File: src/sv/kbdq_pkg.sv
// ----------------------------------------------------------------------------
// kbdq_pkg
// Types, codes and default constants shared by the key decision queue.
// ----------------------------------------------------------------------------
`timescale 1ns / 1ps

package kbdq_pkg;

	localparam int KEY_W              = 8;
	localparam int QUEUE_DEPTH_DEF    = 16;
	localparam int DEVICE_ID_BITS_DEF = 16;
	localparam int SRC_DEV_W          = 16;

	localparam logic [KEY_W-1:0] LATCH_KEY_RESET = 8'd13;

	localparam logic CMD_RAW  = 1'b0;
	localparam logic CMD_HOOK = 1'b1;

	typedef struct packed {
		logic [KEY_W-1:0] key;
		logic             block;
	} entry_t;

	typedef struct packed {
		logic shift;
		logic load;
	} cell_ctrl_t;

	typedef struct packed {
		logic shift;
		logic tail_new;
		logic load;
	} chain_ctrl_t;

	typedef enum logic [1:0] {
		ST_IDLE,
		ST_SEARCH,
		ST_DONE
	} kbdq_state_t;

endpackage

File: src/sv/kbdq_cell.sv
// ----------------------------------------------------------------------------
// kbdq_cell
// One queue cell: holds an entry, takes a new one or its neighbour's.
// ----------------------------------------------------------------------------
`timescale 1ns / 1ps

module kbdq_cell
	import kbdq_pkg::*;
(
	input  logic       clk,
	input  cell_ctrl_t ctrl,
	input  entry_t     nb_in,
	input  entry_t     load_in,
	output entry_t     entry
);

	entry_t entry_q;

	always_ff @(posedge clk) begin
		if (ctrl.load) begin
			entry_q <= load_in;
		end else if (ctrl.shift) begin
			entry_q <= nb_in;
		end
	end

	assign entry = entry_q;

endmodule

File: src/sv/kbdq_chain.sv
// ----------------------------------------------------------------------------
// kbdq_chain
// Ring of cells, oldest entry at head, shifting one place a cycle on shift.
// ----------------------------------------------------------------------------
`timescale 1ns / 1ps

module kbdq_chain
	import kbdq_pkg::*;
#(
	parameter int DEPTH = QUEUE_DEPTH_DEF,
	localparam int IDX_W = $clog2(DEPTH)
) (
	input  logic             clk,
	input  chain_ctrl_t      ctrl,
	input  logic [IDX_W-1:0] load_idx,
	input  entry_t           new_entry,
	output entry_t           head
);

	entry_t     cell_q [DEPTH];
	entry_t     nb     [DEPTH];
	cell_ctrl_t cctrl  [DEPTH];

	for (genvar i = 0; i < DEPTH; i++) begin : g_cell
		if (i == DEPTH - 1) begin : g_tail
			assign nb[i] = ctrl.tail_new ? new_entry : cell_q[0];
		end else begin : g_body
			assign nb[i] = cell_q[i+1];
		end

		assign cctrl[i].shift = ctrl.shift;
		assign cctrl[i].load  = ctrl.load && (load_idx == IDX_W'(i));

		kbdq_cell u_cell (
			.clk     (clk),
			.ctrl    (cctrl[i]),
			.nb_in   (nb[i]),
			.load_in (new_entry),
			.entry   (cell_q[i])
		);
	end

	assign head = cell_q[0];

endmodule

File: src/sv/key_block_decision_queue.sv
// ----------------------------------------------------------------------------
// key_block_decision_queue
// Pairs raw key events with hook events and reports block decisions. A raw
// key-down transaction latches the device or appends a key code with its
// decision to a queue of QUEUE_DEPTH cells, dropping the oldest entry when
// the queue is full. A hook transaction with the key released goes
// straight to the done state; one with the key pressed first runs a search,
// which rotates the ring of cells one place per cycle and examines the head
// cell each time until a hit or the last cell. The output register lets a
// result wait for the consumer while the next transaction is taken.
// ----------------------------------------------------------------------------
`timescale 1ns / 1ps

module key_block_decision_queue
	import kbdq_pkg::*;
#(
	parameter int QUEUE_DEPTH    = QUEUE_DEPTH_DEF,
	parameter int DEVICE_ID_BITS = DEVICE_ID_BITS_DEF
) (
	input  logic                 clk,
	input  logic                 arst_n,
	input  logic                 cfg_we,
	input  logic [KEY_W-1:0]     cfg_wdata,
	input  logic                 in_valid,
	output logic                 in_ready,
	input  logic                 cmd,
	input  logic                 key_down,
	input  logic [KEY_W-1:0]     key_code,
	input  logic [SRC_DEV_W-1:0] source_device,
	output logic                 out_valid,
	input  logic                 out_ready,
	output logic                 block_key,
	output logic                 match_found
);

	localparam int IDX_W = $clog2(QUEUE_DEPTH);
	localparam int CNT_W = $clog2(QUEUE_DEPTH + 1);

	kbdq_state_t state_q, state_d;

	logic [KEY_W-1:0]          latch_key_q;
	logic                      device_latched_q;
	logic [DEVICE_ID_BITS-1:0] latched_dev_q;
	logic [CNT_W-1:0]          count_q;
	logic [IDX_W-1:0]          step_q;
	logic [CNT_W-1:0]          drop_q;
	logic [KEY_W-1:0]          key_q;
	logic                      found_q;
	logic                      block_q;
	logic                      out_valid_q;
	logic                      block_key_q;
	logic                      match_found_q;

	logic                              accept;
	logic                              raw_down;
	logic                              latch_hit;
	logic                              enqueue;
	logic                              full;
	logic                              hit;
	logic                              last_step;
	logic                              out_free;
	logic [DEVICE_ID_BITS+SRC_DEV_W-1:0] dev_ext;
	logic [DEVICE_ID_BITS-1:0]         dev;
	chain_ctrl_t                       chain_ctrl;
	entry_t                            new_entry;
	entry_t                            head;

	assign accept    = in_valid && in_ready;
	assign raw_down  = accept && (cmd == CMD_RAW) && key_down;
	assign latch_hit = raw_down && !device_latched_q && (key_code == latch_key_q);
	assign enqueue   = raw_down && !latch_hit;
	assign full      = (count_q == CNT_W'(QUEUE_DEPTH));
	assign dev_ext   = {{DEVICE_ID_BITS{1'b0}}, source_device};
	assign dev       = dev_ext[DEVICE_ID_BITS-1:0];
	assign hit       = (head.key == key_q) && (CNT_W'(step_q) < count_q);
	assign last_step = (step_q == IDX_W'(QUEUE_DEPTH - 1));
	assign out_free  = !out_valid_q || out_ready;

	assign new_entry.key   = key_code;
	assign new_entry.block = device_latched_q && (latched_dev_q == dev);

	always_comb begin
		state_d = state_q;
		unique case (state_q)
			ST_IDLE: begin
				if (accept && (cmd == CMD_HOOK)) begin
					state_d = key_down ? ST_SEARCH : ST_DONE;
				end
			end
			ST_SEARCH: begin
				if (hit || last_step) begin
					state_d = ST_DONE;
				end
			end
			ST_DONE: begin
				if (out_free) begin
					state_d = ST_IDLE;
				end
			end
			default: state_d = ST_IDLE;
		endcase
	end

	always_comb begin
		in_ready            = 1'b0;
		chain_ctrl.shift    = 1'b0;
		chain_ctrl.tail_new = 1'b0;
		chain_ctrl.load     = 1'b0;
		unique case (state_q)
			ST_IDLE: begin
				in_ready            = 1'b1;
				chain_ctrl.shift    = enqueue && full;
				chain_ctrl.tail_new = enqueue && full;
				chain_ctrl.load     = enqueue && !full;
			end
			ST_SEARCH: begin
				chain_ctrl.shift = 1'b1;
			end
			ST_DONE: begin
			end
			default: begin
			end
		endcase
	end

	kbdq_chain #(
		.DEPTH (QUEUE_DEPTH)
	) u_chain (
		.clk       (clk),
		.ctrl      (chain_ctrl),
		.load_idx  (count_q[IDX_W-1:0]),
		.new_entry (new_entry),
		.head      (head)
	);

	always_ff @(posedge clk or negedge arst_n) begin
		if (!arst_n) begin
			state_q          <= ST_IDLE;
			latch_key_q      <= LATCH_KEY_RESET;
			device_latched_q <= 1'b0;
			latched_dev_q    <= '0;
			count_q          <= '0;
			step_q           <= '0;
			found_q          <= 1'b0;
			out_valid_q      <= 1'b0;
		end else begin
			state_q <= state_d;
			if (cfg_we) begin
				latch_key_q <= cfg_wdata;
			end
			if (latch_hit) begin
				device_latched_q <= 1'b1;
				latched_dev_q    <= dev;
			end
			if (enqueue && !full) begin
				count_q <= count_q + CNT_W'(1);
			end
			if (state_q == ST_IDLE) begin
				step_q  <= '0;
				found_q <= 1'b0;
			end else if (state_q == ST_SEARCH) begin
				step_q <= step_q + IDX_W'(1);
				if (hit) begin
					found_q <= 1'b1;
				end
			end
			if ((state_q == ST_DONE) && out_free) begin
				out_valid_q <= 1'b1;
				if (found_q) begin
					count_q <= count_q - drop_q;
				end
			end else if (out_valid_q && out_ready) begin
				out_valid_q <= 1'b0;
			end
		end
	end

	always_ff @(posedge clk) begin
		if (accept) begin
			key_q <= key_code;
		end
		if ((state_q == ST_SEARCH) && hit) begin
			block_q <= head.block;
			drop_q  <= CNT_W'(step_q) + CNT_W'(1);
		end
		if ((state_q == ST_DONE) && out_free) begin
			block_key_q   <= found_q && block_q;
			match_found_q <= found_q;
		end
	end

	assign out_valid   = out_valid_q;
	assign block_key   = block_key_q;
	assign match_found = match_found_q;

endmodule

File: config.mk
export PLATFORM = sky130hd
export DESIGN_NAME = key_block_decision_queue
export DESIGN_NICKNAME = d
export VERILOG_FILES = /design/src/sv/kbdq_pkg.sv /design/src/sv/kbdq_cell.sv /design/src/sv/kbdq_chain.sv /design/src/sv/key_block_decision_queue.sv
export SDC_FILE = /design/constraint.sdc
export NUM_CORES = 1
export LEC_CHECK = 0
export ABC_AREA = 1
export BUFFER_PORTS_ARGS = -buffer_cell sky130_fd_sc_hd__buf_2
export CAP_MARGIN = 20
export CORE_MARGIN = 3
export CORE_UTILIZATION = 48
export CTS_BUF_LIST = sky130_fd_sc_hd__clkbuf_8
export CTS_CLUSTER_SIZE = 40
export DETAILED_ROUTE_END_ITERATION = 10
export PLACE_DENSITY_LB_ADDON = 0.1
export SYNTH_ARGS = -nofsm -noshare
export SYNTH_HDL_FRONTEND = slang
export SYNTH_SLANG_ARGS = --single-unit
export TNS_END_PERCENT = 30
File: constraint.sdc
create_clock -name clk -period 2.4 [get_ports clk]
set_clock_uncertainty 0.1 [all_clocks]
set_input_delay 0.12 -clock clk [delete_from_list [all_inputs] [get_ports clk]]
set_output_delay 0.12 -clock clk [all_outputs]
set_load 0.03 [all_outputs]
==> flow_summary.ini <==
[detailed_routing]
wl_per_cell_um = 15.7
detail-route-antenna-nets = 0
vias = 6506
drt_iter0_markers = 533
first_pass_iters = 5
viasPerCell = 5.25
drc = 0
wirelength_mm = 19.4

[synthesis]
syn_avg_cell_area_um2 = 10.5
synth_most_common_cell = nand2_1
yosysUniqueCellTypes = 40
yosys_most_used_dff = edfxtp_1
synth_edf_count = 160
yosysWarnings = 0
syn_nets = 925
synth-seq-cells = 198
synth_top_area_share = 0.525
synthCells = 873
synth_top_area_cell = edfxtp_1
synth_area_um2 = 9160
yosysSeqAreaShare = 0.629
yosys-top-cells-area = edfxtp_1 52%, nand2_1 9.8%, dfrtp_1 9.6%, o21ai_1 7.0%, inv_1 2.6%
synth_common_cells = 240 x nand2_1, 160 x edfxtp_1, 128 x o21ai_1, 64 x inv_1, 42 x nor2_1
ys_async_sr_fraction = 0.192

[floorplan]
die_y_um = 144
fp.dieW_um = 144
initial_core_util = 0.500
io_pins = 43
die-area_um2 = 20800
core_um2 = 18300
fp-row-count = 49

[cts]
cts.htree.levels = 4
cts_tree = done
cts-root-buf = clkbuf_8
clk_pin_slew_ps = 110
clockBufferDepth = 2
insertion_delay_ps = 470
cts_buffers = 17
cts_sinks = 198

[power_and_ir_drop]
p_leak_nw = 4.79
powerDensity_nw_per_um2 = 1020
max-vdd-ir-drop_v = 0.000485
power_mw = 11.1

[global_routing]
grt_pass1_wl_mm = 32.2
grt_pass1_vias = 6325
overflow = 0
track_usage = 0.200
grt_max_degree = 39
grt_antenna_before_repair = 0

[sta]
worstMarginPinSlew_ps = 927
slew_violations = 0
fin_ws_ps = 138
finalCriticalPeriod_ps = 2260
fmax_mhz = 442
timing_hold_violations_final = 0
setup_viol = 0
fin_crit_sh = 0.943
slew_headroom = 0.382

[final_layout]
nets = 1049
diodes = 0
fin_area_um2 = 10800
fillCellCount = 1482
area_delta_synth_final_pct = 18.2
final_layout_size_suffix_gt1_frac = 0.183

[run]
maxCapViolations = 0

[worst_hold_path]
min_path_type = in2async

[setup_path]
startpoint_type = flip-flop
critical_path_class = reg2reg
r2r_slack_ps = 140
crit_path_end_kind = flip-flop
crit_fanout = 11
crit_arrival_ps = 2380
required_ps = 2520

[place]
dp_worst_setup_slack_ps = -24.9
place_hpwl_mm = 13.2
post_dp_cell_area_um2 = 9790
gp_congestion = 0.850
portBuffers = 42

[run_status]
outcome = completed
## timing repair
item,4_1_cts,5_1_grt
pin swaps,0,3
hold endpoints to repair,72,0
resized for setup,4,20
hold buffers,52,0
setup endpoints to repair,28,274
buffers inserted,0,1
## placed cells by master (no fill, tap or decap), types with 6 or more instances in the layout
cell type,n
o21ai_0,22
nand2_4,8
dfrtp_1,33
clkbuf_8,17
nand3b_1,6
ha_1,12
nand4_1,7
a21oi_1,16
o21ai_1,129
inv_2,10
nor2_1,41
xor2_1,13
dlygate4sd3_1,52
edfxtp_1,160
buf_2,42
inv_1,64
nand2_2,20
nand3_1,18
xnor2_1,8
buf_4,41
mux2_2,8
nand2_1,225
## registers in the layout, summed over array words and instances, names as in the netlist
signal                       cells
u_chain.g_cell.u_cell.entry    144
latched_dev_q                   16
key_q                            8
latch_key_q                      8
count_q                          5
drop_q                           5
step_q                           4
state_q                          2
block_key                        1
block_q                          1
device_latched_q                 1
found_q                          1
match_found                      1
out_valid                        1
## path summary, 6_finish.rpt
| check | from | cells after the start | endpoint |
|---|---|---|---|
| min | arst_n | 2 | latched_dev_q[13] |
| max | state_q[0] | 10 | u_chain.g_cell[13].u_cell.entry[1] |
| max in group asynchronous | arst_n | 2 | count_q[2] |
| min in group clk | key_code[5] | 2 | key_q[5] |
| max reg2reg | state_q[0] | 10 | u_chain.g_cell[13].u_cell.entry[1] |
| min reg2reg | u_chain.g_cell[0].u_cell.entry[0] | 0 | block_q |
## critical path, cell delays in order, from the launching register on
cell and delay (ps):
dfrtp_1 440, nor2_4 160, nand4_2 180, nor2_2 210
nand3_4 140, nand3_4 140, buf_4 190, nor2_8 80
nand2_4 100, buf_4 180, o21ai_1 80
## per-stage QoR
stage | hold WS, ps | util | TNS, ps | std cells
5_1_grt | 280 | 0.591 | -53.0 | 1239
4_1_cts | 231 | 0.587 | 0 | 1238
2_1_floorplan | -276 | - | 0 | 873
6_report | 206 | 0.591 | 0 | 1239
3_5_place_dp | 208 | 0.534 | -249 | 1154
3_3_place_gp | 178 | 0.534 | 0 | 1154
## per-layer routing
metal  global-route usage  up-vias  share of wire
li1                     -     3220              -
met1                0.289     3089           0.47
met2                0.309      173           0.46
met3               0.0370       24          0.049
met4               0.0682        0          0.018
met5                    0        -              0
## final cells by class
class / instances / area [um2] / area share
sequential: 198 / 5760 / 0.532
clock buffer: 17 / 234 / 0.0216
clock inverter: 15 / 203 / 0.0187
timing repair buffer: 137 / 1080 / 0.0996
multi-input combinational: 567 / 2980 / 0.275
inverter: 76 / 285 / 0.0263
tap: 229 / 287 / 0.0265
## report_power, final
part	switching, mW	internal (mW)	total (mW)
Combinational	1.85	1.08	2.93
Sequential	0.459	5.42	5.88
Clock	1.30	0.992	2.29
## kinds of logic (layout without fill, tap and decap cells)
kind of cell / Yosys count / after routing / synth area share
XOR/XNOR: 21 / 21 / 0.0201
multiplexers: 8 / 8 / 0.00984
AND/OR/NAND/NOR: 352 / 352 / 0.173
AO/OA/AOI/OAI: 173 / 173 / 0.0966
buffers and inverters: 108 / 245 / 0.0535
flip-flops: 198 / 198 / 0.629
adder cells (fa/ha/maj): 13 / 13 / 0.0186
No activity file was read; power rests on OpenSTA's default activity.
